===== config.mk =====
export PLATFORM = sky130hd
export DESIGN_NAME = markdown_line_block_classifier
export DESIGN_NICKNAME = d
export VERILOG_FILES = /design/src/rtl/mlbc_pkg.sv /design/src/rtl/markdown_line_block_classifier.sv
export SDC_FILE = /design/constraint.sdc
export NUM_CORES = 1
export LEC_CHECK = 0
export ABC_CLOCK_PERIOD_IN_PS = 5500
export BUFFER_PORTS_ARGS = -buffer_cell sky130_fd_sc_hd__buf_2
export CAP_MARGIN = 20
export CORE_MARGIN = 5
export CORE_UTILIZATION = 60
export DETAILED_ROUTE_END_ITERATION = 8
export PLACE_DENSITY_LB_ADDON = 0.25
export SYNTH_ARGS = -nofsm -noshare
export SYNTH_HDL_FRONTEND = slang
export SYNTH_SLANG_ARGS = --single-unit

===== constraint.sdc =====
create_clock -name clk_i -period 5.5 [get_ports clk_i]
set_input_delay 1.1 -clock clk_i [delete_from_list [all_inputs] [get_ports clk_i]]
set_output_delay 1.1 -clock clk_i [all_outputs]
set_load 0.02 [all_outputs]

===== src/rtl/mlbc_pkg.sv =====
// shared types and constants of the markdown line block classifier
package mlbc_pkg;

  // longest line the digit counter is sized for
  localparam int unsigned MAX_LINE         = 4096;
  localparam int unsigned DEF_PREFIX_BYTES = 8;
  localparam int unsigned DLEN_W           = 13;
  // numbered-list digit count saturates here
  localparam int unsigned DIGIT_CAP        = ((MAX_LINE - 2) > 8189) ? 8189 : (MAX_LINE - 2);

  typedef enum logic [2:0] {
    KIND_REGULAR  = 3'd0,
    KIND_HEADING  = 3'd1,
    KIND_QUOTE    = 3'd2,
    KIND_TODO     = 3'd3,
    KIND_BULLET   = 3'd4,
    KIND_NUMBERED = 3'd5,
    KIND_DIVIDER  = 3'd6,
    KIND_DROPCAP  = 3'd7
  } kind_e;

  localparam logic [7:0] CH_SPACE = 8'h20;
  localparam logic [7:0] CH_TAB   = 8'h09;
  localparam logic [7:0] CH_CR    = 8'h0D;
  localparam logic [7:0] CH_HASH  = 8'h23;
  localparam logic [7:0] CH_PIPE  = 8'h7C;
  localparam logic [7:0] CH_GT    = 8'h3E;
  localparam logic [7:0] CH_LBRK  = 8'h5B;
  localparam logic [7:0] CH_RBRK  = 8'h5D;
  localparam logic [7:0] CH_LOW_X = 8'h78;
  localparam logic [7:0] CH_DASH  = 8'h2D;
  localparam logic [7:0] CH_STAR  = 8'h2A;
  localparam logic [7:0] CH_PLUS  = 8'h2B;
  localparam logic [7:0] CH_DOT   = 8'h2E;
  localparam logic [7:0] CH_ZERO  = 8'h30;
  localparam logic [7:0] CH_NINE  = 8'h39;
  localparam logic [7:0] CH_CARET = 8'h5E;
  localparam logic [7:0] CH_LOW_A = 8'h61;
  localparam logic [7:0] CH_LOW_Z = 8'h7A;
  localparam logic [7:0] CASE_BIT = 8'h20;

endpackage


===== src/rtl/markdown_line_block_classifier.sv =====
// top level of the markdown line block classifier
//
//  channel | direction | handshake                | payload
//  --------+-----------+--------------------------+-------------------------------------------
//  in      | input     | in_valid_i / in_stall_o  | char_byte_i, char_valid_i, line_end_i
//  out     | output    | out_valid_o / out_stall_i| block_kind_o, delimiter_length_o,
//          |           |                          | task_checked_o, drop_letter_o,
//          |           |                          | is_list_item_o, is_indentable_o
//
// one item per cycle sustained unless in_stall_o holds the input; a line's last item passes the
// input register, then line state update and classify into the result register
// the line state (prefix capture, digit run, bytes after digits) is updated once per item
// reset clears all control state; capture buffers need no clearing, their fill counts guard them
// while a result waits under out_stall_i, plain bytes keep flowing; only a second line end stalls
module markdown_line_block_classifier
  import mlbc_pkg::*;
#(
  parameter int unsigned PREFIX_BYTES = DEF_PREFIX_BYTES
) (
  input  logic              clk_i,
  input  logic              rst_ni,
  input  logic              in_valid_i,
  output logic              in_stall_o,
  input  logic [7:0]        char_byte_i,
  input  logic              char_valid_i,
  input  logic              line_end_i,
  output logic              out_valid_o,
  input  logic              out_stall_i,
  output logic [2:0]        block_kind_o,
  output logic [DLEN_W-1:0] delimiter_length_o,
  output logic              task_checked_o,
  output logic [7:0]        drop_letter_o,
  output logic              is_list_item_o,
  output logic              is_indentable_o
);

  localparam int unsigned CNT_W = $clog2(PREFIX_BYTES + 1);

  // input register
  logic       s1_valid_q, s1_valid_d;
  logic [7:0] s1_byte_q;
  logic       s1_cvalid_q;
  logic       s1_end_q;
  logic       in_acc;
  logic       s1_adv;
  logic       out_load;

  // line state
  logic              lead_q, lead_d, tk_lead;
  logic [7:0]        prefix_q [PREFIX_BYTES];
  logic [7:0]        tk_prefix [PREFIX_BYTES];
  logic [CNT_W-1:0]  pcnt_q, pcnt_d, tk_pcnt;
  logic [DLEN_W-1:0] drun_q, drun_d, tk_drun;
  logic              ddone_q, ddone_d, tk_ddone;
  logic [7:0]        adig_q [2];
  logic [7:0]        tk_adig [2];
  logic [1:0]        acnt_q, acnt_d, tk_acnt;

  // result register
  logic              out_valid_q, out_valid_d;
  kind_e             out_kind_q, cls_kind;
  logic [DLEN_W-1:0] out_len_q, cls_len;
  logic              out_chk_q, cls_chk;
  logic [7:0]        out_letter_q, cls_letter;

  // handshake: the input register moves on unless it holds a line end and the
  // result register is full and stalled
  assign s1_adv     = s1_valid_q && !(s1_end_q && out_valid_q && out_stall_i);
  assign in_stall_o = s1_valid_q && !s1_adv;
  assign in_acc     = in_valid_i && !in_stall_o;
  assign out_load   = s1_adv && s1_end_q;

  always_comb begin
    s1_valid_d = s1_valid_q;
    if (in_acc) begin
      s1_valid_d = 1'b1;
    end else if (s1_adv) begin
      s1_valid_d = 1'b0;
    end
  end

  always_ff @(posedge clk_i or negedge rst_ni) begin
    if (!rst_ni) begin
      s1_valid_q <= 1'b0;
    end else begin
      s1_valid_q <= s1_valid_d;
    end
  end

  always_ff @(posedge clk_i) begin
    if (in_acc) begin
      s1_byte_q   <= char_byte_i;
      s1_cvalid_q <= char_valid_i;
      s1_end_q    <= line_end_i;
    end
  end

  // take one byte into the line state
  always_comb begin
    logic take;
    tk_lead   = lead_q;
    tk_prefix = prefix_q;
    tk_pcnt   = pcnt_q;
    tk_drun   = drun_q;
    tk_ddone  = ddone_q;
    tk_adig   = adig_q;
    tk_acnt   = acnt_q;
    // leading blanks are dropped before anything is captured
    take = s1_cvalid_q &&
           !(lead_q && ((s1_byte_q == CH_SPACE) || (s1_byte_q inside {[CH_TAB:CH_CR]})));
    if (take) begin
      tk_lead = 1'b0;
      if (pcnt_q < CNT_W'(PREFIX_BYTES)) begin
        for (int i = 0; i < PREFIX_BYTES; i++) begin
          if (pcnt_q == CNT_W'(i)) begin
            tk_prefix[i] = s1_byte_q;
          end
        end
        tk_pcnt = pcnt_q + CNT_W'(1);
      end
      if (!ddone_q) begin
        if (s1_byte_q inside {[CH_ZERO:CH_NINE]}) begin
          if (drun_q < DLEN_W'(DIGIT_CAP)) begin
            tk_drun = drun_q + DLEN_W'(1);
          end
        end else begin
          tk_ddone   = 1'b1;
          tk_adig[0] = s1_byte_q;
          tk_acnt    = 2'd1;
        end
      end else if (acnt_q < 2'd2) begin
        tk_adig[acnt_q[0]] = s1_byte_q;
        tk_acnt            = acnt_q + 2'd1;
      end
    end
  end

  // classify the line from the state that includes the last item; first match wins
  always_comb begin
    logic [7:0] b0, b1, b2, b3, b4, b5;
    logic       hit_head;
    logic [2:0] head_n;
    logic       all_hash;
    b0 = tk_prefix[0];
    b1 = tk_prefix[1];
    b2 = tk_prefix[2];
    b3 = tk_prefix[3];
    b4 = tk_prefix[4];
    b5 = tk_prefix[5];
    hit_head = 1'b0;
    head_n   = 3'd0;
    // heading: one to six hashes then a space; at most one length can match
    for (int h = 1; h <= 6; h++) begin
      all_hash = 1'b1;
      for (int j = 0; j < 6; j++) begin
        if (j < h && tk_prefix[j] != CH_HASH) begin
          all_hash = 1'b0;
        end
      end
      if (all_hash && tk_pcnt > CNT_W'(h) && tk_prefix[h] == CH_SPACE) begin
        hit_head = 1'b1;
        head_n   = 3'(h);
      end
    end

    cls_kind   = KIND_REGULAR;
    cls_len    = '0;
    cls_chk    = 1'b0;
    cls_letter = 8'd0;
    if (hit_head) begin
      cls_kind = KIND_HEADING;
      cls_len  = DLEN_W'(head_n) + DLEN_W'(1);
    end else if (tk_pcnt >= CNT_W'(2) && b0 == CH_PIPE && b1 == CH_SPACE) begin
      cls_kind = KIND_QUOTE;
      cls_len  = DLEN_W'(2);
    end else if (tk_pcnt >= CNT_W'(2) && b0 == CH_GT && b1 == CH_SPACE) begin
      cls_kind = KIND_QUOTE;
      cls_len  = DLEN_W'(2);
    end else if (tk_pcnt >= CNT_W'(3) && b0 == CH_GT && b1 == CH_GT && b2 == CH_SPACE) begin
      cls_kind = KIND_QUOTE;
      cls_len  = DLEN_W'(3);
    end else if (tk_pcnt >= CNT_W'(4) && b0 == CH_GT && b1 == CH_GT && b2 == CH_GT &&
                 b3 == CH_SPACE) begin
      cls_kind = KIND_QUOTE;
      cls_len  = DLEN_W'(4);
    end else if (tk_pcnt >= CNT_W'(4) && b0 == CH_LBRK && (b1 inside {CH_SPACE, CH_LOW_X}) &&
                 b2 == CH_RBRK && b3 == CH_SPACE) begin
      cls_kind = KIND_TODO;
      cls_len  = DLEN_W'(4);
      cls_chk  = (b1 == CH_LOW_X) || (b3 == CH_LOW_X);
    end else if (tk_pcnt >= CNT_W'(6) && (b0 inside {CH_DASH, CH_STAR, CH_PLUS}) &&
                 b1 == CH_SPACE && b2 == CH_LBRK && (b3 inside {CH_SPACE, CH_LOW_X}) &&
                 b4 == CH_RBRK && b5 == CH_SPACE) begin
      cls_kind = KIND_TODO;
      cls_len  = DLEN_W'(6);
      cls_chk  = (b1 == CH_LOW_X) || (b3 == CH_LOW_X);
    end else if (tk_pcnt >= CNT_W'(2) && (b0 inside {CH_DASH, CH_STAR, CH_PLUS}) &&
                 b1 == CH_SPACE) begin
      cls_kind = KIND_BULLET;
      cls_len  = DLEN_W'(2);
    end else if (tk_drun != '0 && tk_acnt == 2'd2 && tk_adig[0] == CH_DOT &&
                 tk_adig[1] == CH_SPACE) begin
      cls_kind = KIND_NUMBERED;
      cls_len  = tk_drun + DLEN_W'(2);
    end else if (tk_pcnt >= CNT_W'(3) && b0 == CH_DASH && b1 == CH_DASH && b2 == CH_DASH) begin
      cls_kind = KIND_DIVIDER;
      cls_len  = DLEN_W'(3);
    end else if (tk_pcnt >= CNT_W'(2) && b0 == CH_CARET) begin
      cls_kind   = KIND_DROPCAP;
      cls_len    = DLEN_W'(2);
      cls_letter = (b1 inside {[CH_LOW_A:CH_LOW_Z]}) ? (b1 - CASE_BIT) : b1;
    end
  end

  // a line end returns the line state to its start
  always_comb begin
    if (s1_end_q) begin
      lead_d  = 1'b1;
      pcnt_d  = '0;
      drun_d  = '0;
      ddone_d = 1'b0;
      acnt_d  = 2'd0;
    end else begin
      lead_d  = tk_lead;
      pcnt_d  = tk_pcnt;
      drun_d  = tk_drun;
      ddone_d = tk_ddone;
      acnt_d  = tk_acnt;
    end
  end

  always_ff @(posedge clk_i or negedge rst_ni) begin
    if (!rst_ni) begin
      lead_q  <= 1'b1;
      pcnt_q  <= '0;
      drun_q  <= '0;
      ddone_q <= 1'b0;
      acnt_q  <= 2'd0;
    end else if (s1_adv) begin
      lead_q  <= lead_d;
      pcnt_q  <= pcnt_d;
      drun_q  <= drun_d;
      ddone_q <= ddone_d;
      acnt_q  <= acnt_d;
    end
  end

  // capture buffers are guarded by their fill counts
  always_ff @(posedge clk_i) begin
    if (s1_adv) begin
      prefix_q <= tk_prefix;
      adig_q   <= tk_adig;
    end
  end

  // result register
  always_comb begin
    out_valid_d = out_valid_q;
    if (out_load) begin
      out_valid_d = 1'b1;
    end else if (!out_stall_i) begin
      out_valid_d = 1'b0;
    end
  end

  always_ff @(posedge clk_i or negedge rst_ni) begin
    if (!rst_ni) begin
      out_valid_q <= 1'b0;
    end else begin
      out_valid_q <= out_valid_d;
    end
  end

  always_ff @(posedge clk_i) begin
    if (out_load) begin
      out_kind_q   <= cls_kind;
      out_len_q    <= cls_len;
      out_chk_q    <= cls_chk;
      out_letter_q <= cls_letter;
    end
  end

  assign out_valid_o        = out_valid_q;
  assign block_kind_o       = out_kind_q;
  assign delimiter_length_o = out_len_q;
  assign task_checked_o     = out_chk_q;
  assign drop_letter_o      = out_letter_q;
  assign is_list_item_o     = (out_kind_q == KIND_TODO) || (out_kind_q == KIND_BULLET) ||
                              (out_kind_q == KIND_NUMBERED);
  assign is_indentable_o    = (out_kind_q != KIND_DROPCAP);

endmodule


After elaboration in Yosys (flattened, before gate mapping)
Cells that the tools add are included.
- add/subtract/negate cells: 6
- magnitude comparators: 21
- equal/unequal tests: 44
- mux-type cells: 83
- bitwise logic cells: 2
- reductions and logical operators: 74
- operator list (cell ; count):
    2-to-1 mux 13 bit ; 14
    == test 8 x 6 -> 1 bit (second input constant) ; 17
    2-to-1 mux 64 bit ; 2
    2-to-1 mux 8 bit ; 13
    == test 8 x 7 -> 1 bit (second input constant) ; 8
    logical AND 1 bit ; 54
    inequality test 8 x 6 -> 1 bit (second input constant) ; 6
    2-to-1 mux 16 bit ; 2
    2-to-1 mux 3 bit ; 9
    2-to-1 mux 2 bit ; 13
    2-to-1 mux 1 bit ; 25
    bitwise mux 16 bit ; 1
    == test 4 x 3 -> 1 bit (second input constant) ; 4
    adder 13 x 1 -> 13 bit (second input constant) ; 1
    adder 13 x 2 -> 13 bit (second input constant) ; 1
    < comparator 13 x 12 -> 1 bit (second input constant) ; 1
    nonzero test 13 bit ; 1
    > comparator 4 x 3 -> 1 bit (second input constant) ; 3
    2-to-1 mux 4 bit ; 3
    OR reduction 11 bit ; 1
    demux 8 bit (select 1 bit) ; 1
    == test 4 x 2 -> 1 bit (second input constant) ; 2
    greater-or-equal comparator 4 x 2 -> 1 bit (second input constant) ; 2
    greater-or-equal comparator 4 x 3 -> 1 bit (second input constant) ; 2
    33 further kinds ; 44
- register bits: 138
- input port bits: 14
- output and inout port bits: 29
- word-level logic and storage cells: 255

Depth between registers and ports, before layout
- word-level depth: 22
- mapped depth: 22
- depth with buffers taken out: 17

Worst setup path before layout
No wires, ideal clock.
- path type: register -> register
- start: register s1_byte_q[6]
- end: register out_len_q[5], in the netlist delimiter_length_o[5] (data pin)
- setup time: 0.270 ns
- data arrival time: 4.556 ns
- required time: 5.230 ns
- slack: 0.675 ns
- cell stages (with the launch flop): 22
- path buffers: 6
- period minus slack after synthesis: 4.825 ns
- cell sequence: edfxtp_1 > buf_6 > or4b_4 > or4_4 > buf_6 > and3_1 > buf_6 > buf_2 > nand2_1 > buf_2 > mux2_2 > inv_1 > ha_1 > nor4b_1 > nand2_1 > a21oi_1 > o221ai_1 > nor4_1 > nor3_1 > nand4bb_4 > buf_6 > nor3_2
- RTL lines (element ; RTL line ; text):
    start, declared ; markdown_line_block_classifier.sv:41 ; logic [7:0] s1_byte_q;
    start signal, assigned ; markdown_line_block_classifier.sv:92 ; s1_byte_q <= char_byte_i;
    end signal, assigned ; markdown_line_block_classifier.sv:277 ; out_len_q <= cls_len;
    end, declared ; markdown_line_block_classifier.sv:62 ; logic [DLEN_W-1:0] out_len_q, cls_len;

==> metrics.md <==
| Metric | Value |
|---|---|
| Status | completed |
| M1 wire length | 9.572 mm |
| FMAX | 201.5 MHz |
| Hold wc startpoint | lead_q |
| Crit path cell chain | or4b_4 > or4_4 > and3_1 > nand2_1 > buf_4 > mux2_2 > inv_1 > ha_1 > nor4b_1 > nand2_1 > a21oi_1 > o221ai_1 > nor4_1 > nor3_1 > nand4bb_4 > nor3_2 |
| Crit Path Class | flop to flop |
| Ant diodes | 0 |
| Worst R2R Path Depth | 16 |
| GP Congestion | 0.9904 |
| TritonCTS Buffers | 17 |
| Antenna Nets Post-Route | 0 |
| Drt drc | 0 |
| Max-slew violations | 0 |
| Avg Cell Area, Syn | 10.24 um2 |
| Design Area, Final | 0.009204 mm2 |
| Leakage | 3.313 nW |
| Dominant cells by area after synthesis | edfxtp_1 (39%), mux2_2 (8.6%), dfrtp_1 (6.7%), nand2_1 (3.1%), nor2_1 (2.6%) |
| Post-synth top area share | 0.3884 |
| Worst Hold Endpoint | lead_q |
| Num rows | 43 |
| Setup TNS | 0 ns |
| Clock Pin Slew Worst Setup and Hold Paths | 0.06 ns |
| Post-CTS Resized | 0 |
| Total routed wirelength | 21.95 mm |
| Most Frequent Cell on Critical Path | nand2_1 |
| GRT Overall Usage | 0.2751 |
| Placed cell areas | 0.008576 mm2 |
| Top-count cell post-synth | edfxtp_1 |
| Max-cap violations | 0 |
| Crit. End Element | flop |
| CTS H-tree lvls | 4 |
| Async set or reset register ratio after synthesis | 0.1769 |
| Peak supply drop | 0.3356 mV |
| Via count | 6,894 |
| Final #Nets | 860 |
| Top Layer Used | met4 |
| Die area | 0.01624 mm2 |
| Crit path largest cell delay | 0.61 ns |
| Fill cells | 1,055 |
| Endpoints failing setup | 0 |
| Tmin final | 4.962 ns |
| Worst slew pin tran | 1.060 ns |
| Boundary pin count | 43 |
| Synth unique cells | 88 |
| Power per cell area | 322.2 mW/mm2 |
| Hold path depth | 2 |
| Post-Synthesis Cells | 808 |
| Crit path DAT | 5.12 ns |
| CORE AREA | 0.01372 mm2 |
| Min Hold Slack | 0.4936 ns |
| Top_reg_cell synth | edfxtp_1 |
| DR WL/cell | 21.33 um |
| Die Width | 127.4 um |
| Crit start category | flop |
| Layout cells sized above 1 | 0.2144 |
| Final hold vios | 0 |
| Worst hold path class | flop to flop |
| Total setup buffers inserted after CTS | 0 |
| R2R Setup Slk | 0.54 ns |
| Skew-Pair Late Insertion Delay | 0.43 ns |
| Slew HR | 0.2933 |
| CP max-delay cell | or4_4 |
| Synthesized cell area | 0.008273 mm2 |
| CTS tree | done |
| Detail Route met3 WL | 1.600 mm |
| Total grt overflow | 0 |
| Drt pass-1 iters | 6 |
| Post-synth net total | 832 |
| Antenna violations before repair | 0 |
| # hold bufs at CTS | 0 |
| CP Max Fanout | 11 |
| Clock Skew | 0.01497 ns |
| Die Y | 127.4 um |
| CTS max path bufs | 2 |
| Seq/Total Area, Yosys | 0.4581 |
| Post-synth EDFFs | 107 |
| RSZ-0062 raised after global routing | false |
| Met2 wire length | 10.10 mm |
| PortBufs | 42 |
| FF-to-FF End | delimiter_length_o[5] |
| Synth area leader | edfxtp_1 |
| Synth warn | 0 |
| Iter 0 DRT Violations | 945 |
| Root buf cell | clkbuf_16 |
| Largest net degree at the start of global routing | 86 |
| Clock Sinks | 130 |
| Vias in the first global route | 6,456 |
| Critical path required time | 5.66 ns |
| Flops & latches, synth | 130 |
| Area growth syn-to-layout | 11.25% |
| Synth cell count leaders | edfxtp_1 (107), nand2_1 (69), mux2_2 (63) |
| Tcrit/Tclk final | 0.9021 |
| Via density | 6.700 |
| Post-DP HPWL | 15.05 mm |
| Reg2reg start | lead_q |
| First-pass GRT wire length | 35.21 mm |
| Starting density of the core | 0.6030 |
## kinds of logic after synthesis
group                    share of synthesized area
AO/OA/AOI/OAI                               0.1400
XOR/XNOR                                   0.01906
adder cells (fa/ha/maj)                    0.01512
buffers and inverters                      0.03963
flip-flops                                  0.4581
multiplexers                               0.09906
AND/OR/NAND/NOR                             0.2290
## per-stage QoR
step / setup WS (ns) / utilization / instances / power [mW]
final: 0.5383 / 0.6709 / 1029 / 2.965
after global routing: 0.2461 / 0.6709 / 1029 / 3.079
after CTS: 0.5844 / 0.6700 / 1027 / 2.963
after detailed placement: 0.6231 / 0.6251 / 995 / 1.782
after global placement: 0.7992 / 0.6251 / 995 / 1.768
after floorplan: 0.6746 / - / 808 / 1.641
## worst max-delay path by stage
stage / start / to / slack [ns]
2_1_floorplan: s1_byte_q[6] / delimiter_length_o[5] / 0.67
3_3_place_gp: lead_q / delimiter_length_o[5] / 0.80
3_5_place_dp: lead_q / delimiter_length_o[5] / 0.62
4_1_cts: lead_q / delimiter_length_o[5] / 0.58
5_1_grt: lead_q / delimiter_length_o[7] / 0.25
6_report: lead_q / delimiter_length_o[5] / 0.54
## registers in the layout, summed over array words and instances, names as in the netlist, 2 cells and up
signal and flops:
drop_letter_o 8, adig_q 16, pcnt_q 4, drun_q 13, block_kind_o 3, delimiter_length_o 13
acnt_q 2, prefix_q 56, s1_byte_q 8
## power breakdown
group	switching [mW]	internal, mW
clock	0.430	0.756
sequential	0.0927	1.19
combinational	0.303	0.190
## worst max-delay path: cells and delay by family, from the launching register on
family	cells	cell delay, ns
flops	1	0.53
compound gates	2	0.46
simple gates	10	2.83
mux	1	0.36
fa+ha+maj	1	0.20
buf+inv	2	0.30
## metal layers
layer  up-vias  GRT usage
li1       3143          -
met1      3353     0.3839
met2       340     0.4230
met3        58    0.05769
met4         0     0.1079
met5         -          0
## cell usage in the layout (no fill, tap or decap), types with 8 or more instances in the layout
cell,count
edfxtp_1,107
nand2_1,69
mux2_2,63
nor2_1,58
buf_2,43
nand3_1,39
o21ai_0,35
nor3_1,34
a21oi_1,32
inv_1,23
dfrtp_1,22
clkbuf_16,17
nor4_1,14
nand2b_1,13
xor2_1,13
buf_4,13
nand4_1,12
and3_1,11
and2_1,11
mux2i_1,11
o22ai_1,11
nor3b_1,10
o211ai_1,10
ha_1,10
nor2b_1,9
a31oi_1,8
## cell type report
cell class	count	area, um2	area share
Sequential cell	130	3790	0.4118
Inverter	26	97.59	0.01060
Clock inverter	14	186.4	0.02026
Timing Repair Buffer	57	320.3	0.03480
Tap cell	180	225.2	0.02447
Multi-Input combinational cell	604	4155	0.4515
Clock buffer	18	429.2	0.04663
Power figures use the tool's default switching activity.
